### src/hdl/assert_macros.svh
// ----------------------------------------------------------------------------
// assert_macros.svh
// shared concurrent assertion macros, clocked, disabled while the low-active reset is low
// ----------------------------------------------------------------------------
`ifndef ASSERT_MACROS_SVH
`define ASSERT_MACROS_SVH

// same-cycle implication
`define NBR_ASSERT(lbl, clk, rstn, ante, cons, msg) \
    lbl: assert property (@(posedge clk) disable iff (!rstn) (ante) |-> (cons)) \
        else $error(msg);

// next-cycle implication
`define NBR_ASSERT_NEXT(lbl, clk, rstn, ante, cons, msg) \
    lbl: assert property (@(posedge clk) disable iff (!rstn) (ante) |=> (cons)) \
        else $error(msg);

`endif

### src/hdl/nbr_pkg.sv
// ----------------------------------------------------------------------------
// nbr_pkg
// types, operation codes and condition logic of the near branch resolver
// ----------------------------------------------------------------------------
package nbr_pkg;

    localparam int VIRT_ADDR_BITS_DEF = 48;

    localparam logic [63:0] RET_POP_BYTES = 64'd8;
    localparam logic [63:0] PUSH_BYTES    = 64'd8;

    localparam logic [4:0] OP_JCC_LAST  = 5'd15;
    localparam logic [4:0] OP_JMP_REL   = 5'd16;
    localparam logic [4:0] OP_JMP_IND   = 5'd17;
    localparam logic [4:0] OP_CALL_REL  = 5'd18;
    localparam logic [4:0] OP_CALL_IND  = 5'd19;
    localparam logic [4:0] OP_RET       = 5'd20;
    localparam logic [4:0] OP_RET_IMM   = 5'd21;
    localparam logic [4:0] OP_JCXZ      = 5'd22;
    localparam logic [4:0] OP_LOOP      = 5'd23;
    localparam logic [4:0] OP_LOOPE     = 5'd24;
    localparam logic [4:0] OP_LOOPNE    = 5'd25;

    // condition groups of the jcc code, bits 3:1
    localparam logic [2:0] CC_O  = 3'd0;
    localparam logic [2:0] CC_B  = 3'd1;
    localparam logic [2:0] CC_Z  = 3'd2;
    localparam logic [2:0] CC_BE = 3'd3;
    localparam logic [2:0] CC_S  = 3'd4;
    localparam logic [2:0] CC_P  = 3'd5;
    localparam logic [2:0] CC_L  = 3'd6;
    localparam logic [2:0] CC_LE = 3'd7;

    typedef struct packed {
        logic [4:0]         opcode;
        logic [63:0]        cur_rip;
        logic [63:0]        cur_rsp;
        logic [63:0]        cur_rcx;
        logic [4:0]         flag_bits;
        logic signed [31:0] displacement;
        logic [63:0]        indirect_target;
        logic [63:0]        stack_word;
        logic [15:0]        stack_adjust;
        logic               wide_count;
    } nbr_in_t;

    typedef struct packed {
        logic [63:0] next_rip;
        logic [63:0] next_rsp;
        logic [63:0] next_rcx;
        logic        taken;
        logic        gp_fault;
        logic        push_valid;
        logic [63:0] push_address;
    } nbr_out_t;

    // resolved but not yet checked for canonical form
    typedef struct packed {
        logic        branch;
        logic        push;
        logic [63:0] target;
        logic [63:0] new_rsp;
        logic [63:0] new_rcx;
        logic [63:0] push_addr;
        logic [63:0] cur_rip;
        logic [63:0] cur_rsp;
        logic [63:0] cur_rcx;
    } nbr_exec_t;

    function automatic logic jcc_cond(input logic [3:0] code, input logic [4:0] flags);
        logic cf;
        logic pf;
        logic zf;
        logic sf;
        logic of;
        logic c;
        cf = flags[0];
        pf = flags[1];
        zf = flags[2];
        sf = flags[3];
        of = flags[4];
        case (code[3:1])
            CC_O:    c = of;
            CC_B:    c = cf;
            CC_Z:    c = zf;
            CC_BE:   c = cf | zf;
            CC_S:    c = sf;
            CC_P:    c = pf;
            CC_L:    c = sf ^ of;
            CC_LE:   c = zf | (sf ^ of);
            default: c = 1'b0;
        endcase
        return code[0] ? ~c : c;
    endfunction

endpackage

### src/hdl/nbr_exec.sv
// ----------------------------------------------------------------------------
// nbr_exec
// operation decode, address adders and branch condition for one beat
// ----------------------------------------------------------------------------
module nbr_exec (
    input  nbr_pkg::nbr_in_t   item,
    output nbr_pkg::nbr_exec_t res
);

    logic [63:0] disp64;
    logic [63:0] rel;
    logic [63:0] rcx_dec64;
    logic [63:0] rcx_dec;
    logic [63:0] ret_inc;
    logic [63:0] rsp_ret;
    logic [63:0] rsp_push;
    logic        rcx_zero;
    logic        zf;

    assign disp64    = {{32{item.displacement[31]}}, item.displacement};
    assign rel       = item.cur_rip + disp64;
    assign rcx_dec64 = item.cur_rcx - 64'd1;
    assign rcx_dec   = item.wide_count ? rcx_dec64 : {32'd0, rcx_dec64[31:0]};
    assign ret_inc   = (item.opcode == nbr_pkg::OP_RET_IMM)
                     ? ({48'd0, item.stack_adjust} + nbr_pkg::RET_POP_BYTES)
                     : nbr_pkg::RET_POP_BYTES;
    assign rsp_ret   = item.cur_rsp + ret_inc;
    assign rsp_push  = item.cur_rsp - nbr_pkg::PUSH_BYTES;
    assign rcx_zero  = item.wide_count ? (item.cur_rcx == 64'd0)
                                       : (item.cur_rcx[31:0] == 32'd0);
    assign zf        = item.flag_bits[2];

    always_comb begin
        res.branch    = 1'b0;
        res.push      = 1'b0;
        res.target    = item.cur_rip;
        res.new_rsp   = item.cur_rsp;
        res.new_rcx   = item.cur_rcx;
        res.push_addr = 64'd0;
        res.cur_rip   = item.cur_rip;
        res.cur_rsp   = item.cur_rsp;
        res.cur_rcx   = item.cur_rcx;
        if (item.opcode <= nbr_pkg::OP_JCC_LAST) begin
            res.branch = nbr_pkg::jcc_cond(item.opcode[3:0], item.flag_bits);
            res.target = rel;
        end else begin
            case (item.opcode)
                nbr_pkg::OP_JMP_REL: begin
                    res.branch = 1'b1;
                    res.target = rel;
                end
                nbr_pkg::OP_JMP_IND: begin
                    res.branch = 1'b1;
                    res.target = item.indirect_target;
                end
                nbr_pkg::OP_CALL_REL: begin
                    res.branch    = 1'b1;
                    res.push      = 1'b1;
                    res.target    = rel;
                    res.new_rsp   = rsp_push;
                    res.push_addr = rsp_push;
                end
                nbr_pkg::OP_CALL_IND: begin
                    res.branch    = 1'b1;
                    res.push      = 1'b1;
                    res.target    = item.indirect_target;
                    res.new_rsp   = rsp_push;
                    res.push_addr = rsp_push;
                end
                nbr_pkg::OP_RET, nbr_pkg::OP_RET_IMM: begin
                    res.branch  = 1'b1;
                    res.target  = item.stack_word;
                    res.new_rsp = rsp_ret;
                end
                nbr_pkg::OP_JCXZ: begin
                    res.branch = rcx_zero;
                    res.target = rel;
                end
                nbr_pkg::OP_LOOP: begin
                    res.target  = rel;
                    res.new_rcx = rcx_dec;
                    res.branch  = (rcx_dec != 64'd0);
                end
                nbr_pkg::OP_LOOPE: begin
                    res.target  = rel;
                    res.new_rcx = rcx_dec;
                    res.branch  = (rcx_dec != 64'd0) & zf;
                end
                nbr_pkg::OP_LOOPNE: begin
                    res.target  = rel;
                    res.new_rcx = rcx_dec;
                    res.branch  = (rcx_dec != 64'd0) & ~zf;
                end
                default: begin
                    // unused codes: registers pass through
                    res.branch = 1'b0;
                end
            endcase
        end
    end

endmodule

### src/hdl/x86_64_near_branch_resolver.sv
// ----------------------------------------------------------------------------
// x86_64_near_branch_resolver
// three-stage near branch resolver for 64-bit mode
// ----------------------------------------------------------------------------
// One beat in, one beat out, at one beat per clock when the result side keeps
// up. Every beat passes three registers: an input register, then the decode
// and address adders (relative target, stack and count updates, condition),
// then the canonical check and fault selection into the output register. The
// result is offered on the m_ side straight from the output register. Each
// stage holds its own valid bit, so bubbles are squeezed out and s_ready drops
// only when all three stages are full and m_ready is low.
module x86_64_near_branch_resolver #(
    parameter int VIRT_ADDR_BITS = nbr_pkg::VIRT_ADDR_BITS_DEF
) (
    input  logic              aclk,
    input  logic              aresetn,
    input  logic              s_valid,
    output logic              s_ready,
    input  nbr_pkg::nbr_in_t  s_data,
    output logic              m_valid,
    input  logic              m_ready,
    output nbr_pkg::nbr_out_t m_data
);

    `include "assert_macros.svh"

    localparam int HI_LSB = VIRT_ADDR_BITS - 1;

    logic               v0_reg;
    logic               v1_reg;
    logic               v2_reg;
    logic               v0_next;
    logic               v1_next;
    logic               v2_next;
    logic               rdy0;
    logic               rdy1;
    logic               rdy2;
    nbr_pkg::nbr_in_t   s0_reg;
    nbr_pkg::nbr_exec_t s1_next;
    nbr_pkg::nbr_exec_t s1_reg;
    nbr_pkg::nbr_out_t  s2_next;
    nbr_pkg::nbr_out_t  s2_reg;
    logic               canonical;
    logic               fault;

    // a stage may load when it is empty or its beat moves on
    assign rdy2 = ~v2_reg | m_ready;
    assign rdy1 = ~v1_reg | rdy2;
    assign rdy0 = ~v0_reg | rdy1;

    assign v0_next = rdy0 ? s_valid : v0_reg;
    assign v1_next = rdy1 ? v0_reg  : v1_reg;
    assign v2_next = rdy2 ? v1_reg  : v2_reg;

    assign s_ready = rdy0;
    assign m_valid = v2_reg;
    assign m_data  = s2_reg;

    nbr_exec u_exec (
        .item (s0_reg),
        .res  (s1_next)
    );

    // canonical: bits above the implemented range copy the top implemented bit
    assign canonical = (&s1_reg.target[63:HI_LSB]) | ~(|s1_reg.target[63:HI_LSB]);
    assign fault     = s1_reg.branch & ~canonical;

    always_comb begin
        if (fault) begin
            s2_next.next_rip     = s1_reg.cur_rip;
            s2_next.next_rsp     = s1_reg.cur_rsp;
            s2_next.next_rcx     = s1_reg.cur_rcx;
            s2_next.taken        = 1'b0;
            s2_next.gp_fault     = 1'b1;
            s2_next.push_valid   = 1'b0;
            s2_next.push_address = 64'd0;
        end else begin
            s2_next.next_rip     = s1_reg.branch ? s1_reg.target : s1_reg.cur_rip;
            s2_next.next_rsp     = s1_reg.new_rsp;
            s2_next.next_rcx     = s1_reg.new_rcx;
            s2_next.taken        = s1_reg.branch;
            s2_next.gp_fault     = 1'b0;
            s2_next.push_valid   = s1_reg.push;
            s2_next.push_address = s1_reg.push_addr;
        end
    end

    always_ff @(posedge aclk) begin
        if (!aresetn) begin
            v0_reg <= 1'b0;
            v1_reg <= 1'b0;
            v2_reg <= 1'b0;
        end else begin
            v0_reg <= v0_next;
            v1_reg <= v1_next;
            v2_reg <= v2_next;
        end
    end

    always_ff @(posedge aclk) begin
        if (s_valid && rdy0) begin
            s0_reg <= s_data;
        end
        if (v0_reg && rdy1) begin
            s1_reg <= s1_next;
        end
        if (v1_reg && rdy2) begin
            s2_reg <= s2_next;
        end
    end

    `NBR_ASSERT_NEXT(a_accept_fills_s0, aclk, aresetn, s_valid && s_ready, v0_reg,
        "accepted beat missing from input stage")
    `NBR_ASSERT(a_fault_exclusive, aclk, aresetn, m_valid && m_data.gp_fault,
        !m_data.taken && !m_data.push_valid && m_data.push_address == 64'd0,
        "fault result also shows a transfer or push")
    `NBR_ASSERT(a_push_matches_rsp, aclk, aresetn, m_valid && m_data.push_valid,
        m_data.push_address == m_data.next_rsp && m_data.taken,
        "push address differs from new stack pointer")
    `NBR_ASSERT_NEXT(a_stalled_s1_holds, aclk, aresetn, v1_reg && !rdy2,
        v1_reg && $stable(s1_reg), "middle stage lost or changed a stalled beat")

endmodule

### config.mk
export PLATFORM = sky130hd
export DESIGN_NAME = x86_64_near_branch_resolver
export DESIGN_NICKNAME = d
export VERILOG_FILES = /design/src/hdl/nbr_pkg.sv /design/src/hdl/nbr_exec.sv /design/src/hdl/x86_64_near_branch_resolver.sv
export VERILOG_INCLUDE_DIRS = /design/src /design/src/hdl
export SDC_FILE = /design/constraint.sdc
export NUM_CORES = 1
export LEC_CHECK = 0
export ABC_AREA = 1
export BUFFER_PORTS_ARGS = -buffer_cell sky130_fd_sc_hd__buf_2
export CORE_ASPECT_RATIO = 0.8
export CORE_MARGIN = 5
export CORE_UTILIZATION = 25
export DETAILED_ROUTE_END_ITERATION = 12
export PLACE_DENSITY_LB_ADDON = 0.12
export SYNTH_ARGS = -nofsm -noshare
export SYNTH_HDL_FRONTEND = slang
export SYNTH_HIERARCHICAL = 1
export SYNTH_SLANG_ARGS = --single-unit
### constraint.sdc
create_clock -name aclk -period 18.1 [get_ports aclk]
set_input_delay 2.715 -clock aclk [delete_from_list [all_inputs] [get_ports aclk]]
set_output_delay 2.715 -clock aclk [all_outputs]
set_load 0.01 [all_outputs]
* Word level (Yosys, flattened, before mapping)
Index checks and enable logic that the tools add are counted.
Widths: inputs -> output; s select.
** Operators by class
- Add/subtract/negate cells :: 5
- $lt $le $gt $ge :: 1
- Equality and inequality tests :: 17
- Multiplexer cells :: 17
- Bitwise operators :: 18
- Reductions and logical operators :: 16
** Operators with widths (number)
- $mux 64 :: 6
- $mux 259 :: 1
- $mux 192 :: 1
- $pmux 64 s3 :: 1
- $add 64x64->64 :: 2
- $pmux 64 s2 :: 1
- $logic_not 64->1 :: 1
- $reduce_bool 64->1 :: 1
- $sub 64x1->64 const B :: 1
- $sub 64x4->64 const B :: 1
- $eq 5x5->1 const B :: 10
- $logic_not 32->1 :: 1
- $add 16x4->17 const B :: 1
- $reduce_and 17->1 :: 1
- $reduce_or 17->1 :: 1
- $eq 3x3->1 const B :: 4
- $reduce_or 6->1 :: 2
- $not 1->1 :: 8
- $pmux 1 s8 :: 1
- $reduce_or 2->1 :: 4
- $eq 3x2->1 const B :: 2
- $or 1x1->1 :: 6
- $le 5x4->1 const B :: 1
- $mux 1 :: 5
- other kinds (7) :: 11
** Word-level totals
- Bits in registers :: 1091
- Input bits :: 383
- Output and inout port bits :: 261
- Logic and storage cells :: 103

* Logic depth before layout (Yosys ltp)
Gate-level depths: netlist (run 1).
- Depth after elaboration :: 7
- Gate-level depth with buffers :: 23
- Depth with buffers taken out :: 23

* Cells and area by module
Netlist (run 1), hierarchy kept.
** By module, submodules not included
- x86_64_near_branch_resolver :: instances 1, cells an instance 2141, area an instance 37244.5 µm², seq. area each 32731.4 µm²
- nbr_exec :: instances 1, cells an instance 3564, area an instance 17599.4 µm², seq. area each 0.0 µm²

* Worst setup path before layout (run 1)
No wires, ideal clock.
- Kind :: input to register
- Start :: input m_ready
- End :: register s2_reg, in the netlist m_data[0], enable pin
- Setup time :: 0.965 ns
- Arrival :: 15.102 ns
- Required time :: 17.135 ns
- Setup slack :: 2.034 ns
- Stages :: 2
- Buffers on the path :: 0
- Cell sequence :: inv_1 a21oi_1
** On the way
- Longest elaborated chain between the ends :: 2
** RTL lines
- start: declaration :: RTL line x86_64_near_branch_resolver.sv:21 : input logic m_ready,
- $or 1x1->1 :: RTL line x86_64_near_branch_resolver.sv:47 : assign rdy2 = ~v2_reg | m_ready;
- $logic_and 1x1->1 :: RTL line x86_64_near_branch_resolver.sv:107 : if (v1_reg && rdy2) begin
- end signal: assignment :: RTL line x86_64_near_branch_resolver.sv:108 : s2_reg <= s2_next;
- end: declaration :: RTL line x86_64_near_branch_resolver.sv:42 : nbr_pkg::nbr_out_t s2_reg;
No other way between the ends.
A chain may end at the register's enable or synchronous reset.

* Final worst setup path (run 1)
- Start :: input m_ready
- End :: output s_ready
** On the way
- Longest elaborated chain between the ends :: 3
** RTL lines
- $or 1x1->1 :: RTL line x86_64_near_branch_resolver.sv:47
- $or 1x1->1 :: RTL line x86_64_near_branch_resolver.sv:48 : assign rdy1 = ~v1_reg | rdy2;
- $or 1x1->1 :: RTL line x86_64_near_branch_resolver.sv:49 : assign rdy0 = ~v0_reg | rdy1;
- end: declaration :: RTL line x86_64_near_branch_resolver.sv:18 : output logic s_ready,
No other way between the ends.

==> key figures, run 1 <==
Cells and area
  • Nets: about 6600
  • Max FFs per register: 450
  • Final Non-Filler Cells: 9109
  • Multi-input logic area: approximately 0.018 mm2
  • Sequential Area: about 0.033 mm2
  • Layout area overhead: 16.46%
  • FILL cells: 23110
  • Leading cell type in the layout, fill and taps excluded: nand2_1
  • Layout cells sized above 1: 0.1608
  • Commonest non-fill, non-tap cells in the layout: nand2_1 (1520), edfxtp_1 (1088), buf_2 (643), nor2_1 (600), inv_1 (545)

Global routing
  • Initial antenna violation count: 24
  • Largest net degree at the start of global routing: 160
  • Gr ovfl total: 0
  • Vias in the first global route: roughly 42000
  • First-pass GRT wire length: 312.1 mm
  • GRT Resource Usage Total: 0.1860

Synthesis
  • Yosys warning count: 6
  • Number of synthesized register bits: approximately 1100
  • Synthesized area per cell: just under 10 um2
  • Synth cell types: 59
  • Mapped Area: between 0.05 and 0.06 mm2
  • Post-Syn Instances: roughly 5700
  • Synth top area share: 0.5957
  • Main synth FF type: edfxtp_1
  • Number of flops mapped to enable cells by yosys: 1088
  • Syn Nets: slightly above 6000
  • Synth area leaders: edfxtp_1 (60%), nand2_1 (10%), nor2_1 (4.1%)
  • Sequential-to-total area share from yosys stat: 0.5968
  • Post-synth ARST share: 0
  • Area leader, netlist: edfxtp_1

Clock tree
  • CTS root buffer: clkbuf_16
  • CTS Hold Bufs: 0
  • H-tree lvl count: 3
  • Sink Count: around 1100
  • Clock Tree Buf Depth: 3
  • Post-CTS sizing: 0
  • Clock transition at path regs: 0.06 ns
  • Setup Buffers After CTS: 0
  • Num CTS Buffers: between 100 and 150
  • Worst-Skew Late Latency: just under 0.8 ns
  • CTS tree: done

Timing
  • Final hold slack: ~0.50 ns
  • Worst slew margin: 0.2136
  • Final setup TNS: 0 ns
  • Tmin final: around 6.1 ns
  • Setup ws final: 11.99 ns
  • Period utilization: 0.3376
  • Final hold violation count: 0
  • Max Freq: between 150 and 200 MHz
  • RSZ-0062 raised after global routing: false
  • Max Slew Vio Count: 0
  • Clk_skew: between 0.03 and 0.04 ns
  • Worst-Margin Slew: ~1.2 ns
  • # setup viols final: 0

Place
  • Placed Cells incl. Taps: about 9000
  • Hpwl dp: ~170 mm
  • I/O Buffers: roughly 640
  • Place WS: 11.79 ns
  • RD Place Congestion: approximately 0.93

Worst setup path
  • Worst path required time: around 15 ns
  • RR Startpoint: s0_reg[377]
  • Worst setup startpoint: m_ready
  • Critical Path Sink Type: primary output
  • Crit start category: input port
  • Critical path arrival: ~3.4 ns
  • Reg2reg path depth: 23
  • Crit-path max FO: 3
  • FF-to-FF End: s1_reg[374]
  • FF-to-FF setup slack: roughly 13 ns
  • Setup CP Type: input port to primary output

Worst hold path
  • Hold depth: 0
  • Hold endpoint: s1_reg[133]
  • Worst hold start: s0_reg[315]
  • Hold WC Path Type: register to register

Detailed routing
  • Vias/cell: 4.651
  • Routed WL per cell: about 24 um
  • Pre-Repair DR Iteration Count: 6
  • Drt first-iter violations: roughly 3300
  • Via count: approximately 42000
  • DRC violation count after routing: 0
  • Routed WL: 221.0 mm
  • DRT antenna net count: 0

Run
  • Max Cap Viol: 0

Pwr
  • Total power: around 6.2 mW
  • Pwr Density: 96.87 mW/mm2
  • Leak: between 20 and 30 nW
  • Peak supply drop: approximately 0.00007 V

Floorplanning
  • Starting density of the core: 0.2517
  • Height of the die: ~430 um
  • DIE WIDTH: between 500 and 600 um
  • Std cell rows: about 150
  • Area of the die: 0.2289 mm2
  • Core area: 0.2179 mm2
  • IO Count: 644

Status
  • Status: finished clean
## cell usage after synthesis, drive strengths merged (3+ instances only)
| cell type | n |
|---|---|
| a211oi | 4 |
| a21boi | 8 |
| a21o | 19 |
| a21oi | 193 |
| a221oi | 42 |
| a31o | 4 |
| a31oi | 11 |
| and3 | 3 |
| buf | 303 |
| clkbuf | 87 |
| dfxtp | 3 |
| edfxtp | 1088 |
| ha | 84 |
| inv | 578 |
| nand2 | 1535 |
| nand3 | 294 |
| nand3b | 19 |
| nand4 | 243 |
| nor2 | 633 |
| nor3 | 77 |
| nor4 | 24 |
| o211ai | 32 |
| o21a | 13 |
| o21ai | 248 |
| o21bai | 19 |
| o221ai | 12 |
| o22ai | 12 |
| o31ai | 6 |
| o32ai | 5 |
| or2 | 44 |
| xnor2 | 22 |
| xor2 | 28 |
## power by group
| group | switching (mW) | total, mW | internal [mW] |
|---|---|---|---|
| logic | 0.442 | 0.631 | 0.190 |
| registers | 0.0862 | 3.02 | 2.93 |
| clock network | 1.09 | 2.54 | 1.45 |
## worst max-delay path: stages
cell and delay, ns:
buf_2 0.10, inv_1 0.10, nand2_1 0.09, nor2_1 0.14
nand2_1 0.11, buf_2 0.15
## cell families (layout without fill, tap and decap cells)
| family | after synthesis | count (layout) | share of synthesized area |
|---|---|---|---|
| AOI/OAI and AO/OA | 632 | 632 | 0.06778 |
| xor gates and xnor gates | 50 | 50 | 0.007985 |
| adders and majority gates | 86 | 86 | 0.01989 |
| buffers and inverters | 970 | 1501 | 0.08190 |
| DFF | 1091 | 1091 | 0.5968 |
| other | 0 | 6 | 0 |
| and+or+nand+nor | 2876 | 2876 | 0.2256 |
## how the worst max path moves through the flow
stage	to	slack, ns
5_1_grt	s_ready	11.90
2_1_floorplan	m_data[0]	2.03
4_1_cts	s_ready	12.00
3_5_place_dp	s0_reg[368]	11.79
3_3_place_gp	s0_reg[370]	11.77
6_report	s_ready	11.99
## per-layer routing
metal	wire [um]	up-vias	share of wire	track usage
li1	-	20220	-	-
met1	99560	20810	0.45	0.2517
met2	108400	1112	0.49	0.3226
met3	9095	228	0.041	0.02224
met4	3939	0	0.018	0.03395
met5	0	-	0	0
## area by class of cell
| class | instances | share of cell area |
|---|---|---|
| diodes | 6 | 0.0002351 |
| inverters | 580 | 0.03432 |
| flip-flops and latches | 1091 | 0.5124 |
| multi-input cells | 3644 | 0.2769 |
| clock inverters | 82 | 0.01328 |
| clock buffers | 144 | 0.04942 |
| repair buffers | 695 | 0.05728 |
| well taps | 2867 | 0.05616 |
## stage by stage
| step | util | instance area [um2] |
|---|---|---|
| final | 0.2932 | 63870 |
| after global routing | 0.2931 | 63860 |
| after CTS | 0.2931 | 63860 |
| after detailed placement | 0.2747 | 59850 |
| after global placement | 0.2747 | 59850 |
| after floorplan | - | 54840 |
(Power assumes the default switching activity.)
==> run 2: changes to the inputs <==
Clock period 18.1 ns to 5.8 ns, I/O delays scaled along.
==> key figures, run 2 (synthesis results as in run 1) <==
Floorplanning
  • Area of the die: 0.2289 mm2 (unchanged)
  • Starting density of the core: 0.2517 (unchanged)
  • IO Count: 644 (unchanged)
  • Std cell rows: 153 (unchanged)
  • Height of the die: 428.9 um (unchanged)
  • Core area: 0.2179 mm2 (unchanged)
  • DIE WIDTH: 533.7 um (unchanged)

Cells and area
  • Commonest non-fill, non-tap cells in the layout: nand2_1 (1517), edfxtp_1 (1088), buf_2 (643), nor2_1 (599), inv_1 (544) (was nand2_1 (1520), edfxtp_1 (1088), buf_2 (643), nor2_1 (600), inv_1 (545))
  • Max FFs per register: 450 (unchanged)
  • Leading cell type in the layout, fill and taps excluded: nand2_1 (unchanged)
  • Final instance area: 0.06435 mm2 (was 0.06387 mm2)
  • Layout area overhead: 17.34% (was 16.46%)
  • Layout cells sized above 1: 0.1633 (was 0.1608)
  • Nets: 6627 (was 6602)
  • FILL cells: 23020 (was 23110)
  • Final Non-Filler Cells: 9127 (was 9109)
  • Final core occ: 0.2954 (was 0.2932)

Timing
  • Max Freq: ~220 MHz
  • Final hold slack: 0.2108 ns (was 0.5015 ns)
  • Worst-Margin Slew: 1.090 ns (was 1.180 ns)
  • # setup viols final: 0 (unchanged)
  • Tmin final: between 4 and 5 ns
  • RSZ-0062 raised after global routing: false (unchanged)
  • Period utilization: 0.7730
  • Final hold violation count: 0 (unchanged)
  • Worst slew margin: 0.2664 (was 0.2136)
  • Clk_skew: 0.06883 ns (was 0.03353 ns)
  • Max Slew Vio Count: 0 (unchanged)

Worst setup path
  • CP endpoint: s1_reg[374] (was s_ready)
  • Slowest stage cell, crit path: edfxtp_1 (was buf_2)
  • Setup CP Type: register to register (was input port to primary output)
  • Crit-path max FO: 10 (was 3)
  • FF-to-FF End: s1_reg[374] (unchanged)
  • Crit start category: register (was input port)
  • Cell Chain, Critical Path: nand2_1, nor2_1, inv_1, nor2_4, inv_2, nor2_2, inv_2, nor2_1, ha_1, fa_1, nand2_1, o21ai_2, a21oi_1, inv_1, a31oi_1, o21ai_2, inv_1, nor2_1, nand3_1, nand3_1, nand2_1 (was buf_2, inv_1, nand2_1, nor2_1, nand2_1, buf_2)
  • Reg2reg path depth: 21 (was 23)
  • RR Startpoint: s0_reg[378] (was s0_reg[377])
  • Critical path arrival: 5.04 ns (was 3.40 ns)
  • Crit-path max cell delay: 0.46 ns (was 0.15 ns)
  • Worst path required time: 6.35 ns (was 15.39 ns)
  • Critical Path Sink Type: register (was primary output)
  • FF-to-FF setup slack: 1.32 ns (was 13.01 ns)
  • Worst setup startpoint: s0_reg[378] (was m_ready)

Pwr
  • Pwr Density: 309.2 mW/mm2 (was 96.87 mW/mm2)
  • Leak: 25.47 nW (was 25.24 nW)
  • Total power: 19.90 mW (was 6.187 mW)
  • Peak supply drop: 0.0001712 V (was 0.00006996 V)

Status
  • Status: finished clean (unchanged)

Global routing
  • Gr ovfl total: 0 (unchanged)
  • Vias in the first global route: 43190 (was 42160)
  • Largest net degree at the start of global routing: 152 (was 160)
  • GRT Resource Usage Total: 0.1940 (was 0.1860)
  • First-pass GRT wire length: 323.7 mm (was 312.1 mm)
  • Initial antenna violation count: 43 (was 24)

Detailed routing
  • DRC violation count after routing: 0 (unchanged)
  • Pre-Repair DR Iteration Count: 5 (was 6)
  • DRT antenna net count: 0 (unchanged)
  • Routed WL per cell: 25.28 um (was 24.26 um)
  • Vias/cell: 4.715 (was 4.651)
  • Drt first-iter violations: 3368 (was 3299)
  • Routed WL: 230.7 mm (was 221.0 mm)
  • Via count: 43040 (was 42370)

Clock tree
  • CTS root buffer: clkbuf_16 (unchanged)
  • H-tree lvl count: 4 (was 3)
  • Sink Count: 1091 (unchanged)
  • Clock transition at path regs: 0.06 ns (about the same)
  • Clock Tree Buf Depth: 4 (was 3)
  • Num CTS Buffers: 138 (was 121)
  • Worst-Skew Late Latency: 0.83 ns (was 0.77 ns)
  • CTS tree: done (unchanged)
  • Post-CTS sizing: 0 (unchanged)
  • Setup Buffers After CTS: 0 (unchanged)
  • CTS Hold Bufs: 0 (unchanged)

Worst hold path
  • Hold WC Path Type: input port to register (was register to register)

Place
  • Area after DPL: 0.06004 mm2 (was 0.05985 mm2)
  • I/O Buffers: 643 (unchanged)
  • RD Place Congestion: 0.8974 (was 0.9326)
  • Hpwl dp: 174.3 mm (was 166.5 mm)
  • Placed Cells incl. Taps: 8885 (was 8877)

Run
  • Max Cap Viol: 0 (unchanged)
==> run 2: cell count changes in the layout (fill, tap and decap cells not counted), sizes merged <==
cell,delta
bufinv,-2
clkinvlp,-3
clkbuf,+13
clkinv,+3
inv,-4
buf,+8
diode,+3
==> run 2: worst min-delay path by stage <==
stage	cells past startpoint	endpoint	startpoint
after floorplan	2	m_data[0]	s1_reg[192]
after global routing	1	s0_reg[20]	s_data[20]
after CTS	1	s0_reg[246]	s_data[246]
final	1	s0_reg[20]	s_data[20]
after detailed placement	0	s1_reg[135]	s0_reg[317]
after global placement	0	s1_reg[135]	s0_reg[317]
==> run 2: metrics by stage <==
| stage | setup slack (ns) | TNS [ns] |
|---|---|---|
| after floorplan | -2.550 | -1742.99 |
| after detailed placement | 1.266 | 0 |
| after global placement | 1.333 | 0 |
| final | 1.316 | 0 |
| after global routing | 0.9172 | 0 |
| after CTS | 1.263 | 0 |
==> run 2: area by class of cell <==
cell class                      count  area, um2  share of cell area
Antenna cell                        9      22.52           0.0003500
Clock buffer                      157       3567             0.05543
Clock inverter                     76      724.4             0.01126
Inverter                          580       2202             0.03422
Multi-Input combinational cell   3644      17700              0.2750
Sequential cell                  1091      32730              0.5086
Tap cell                         2867       3587             0.05574
Timing Repair Buffer              703       3819             0.05934
==> run 2: report_power, final <==
group	internal (mW)	leakage, nW	switching (mW)
registers	9.15	10.4	0.306
logic	0.602	12.9	1.38
clock network	4.95	2.11	3.51
total	14.7	25.5	5.20
==> run 2: critical path, delay by kind of cell, from the launching register on <==
kind	cells	cell delay (ns)
AO/OA/AOI/OAI	4	1.01
adder cells (fa/ha/maj)	2	0.40
buffers and inverters	5	0.56
flip-flops	1	0.46
AND/OR/NAND/NOR	10	1.77
==> run 2: per-layer routing <==
layer,share of wire,wire (um),GRT usage,vias up
met1,0.45,103400,0.2606,21230
met3,0.049,11210,0.03051,277
met4,0.022,5125,0.04171,0
met2,0.48,111000,0.3301,1258
met5,0,0,0,-
li1,-,-,-,20270
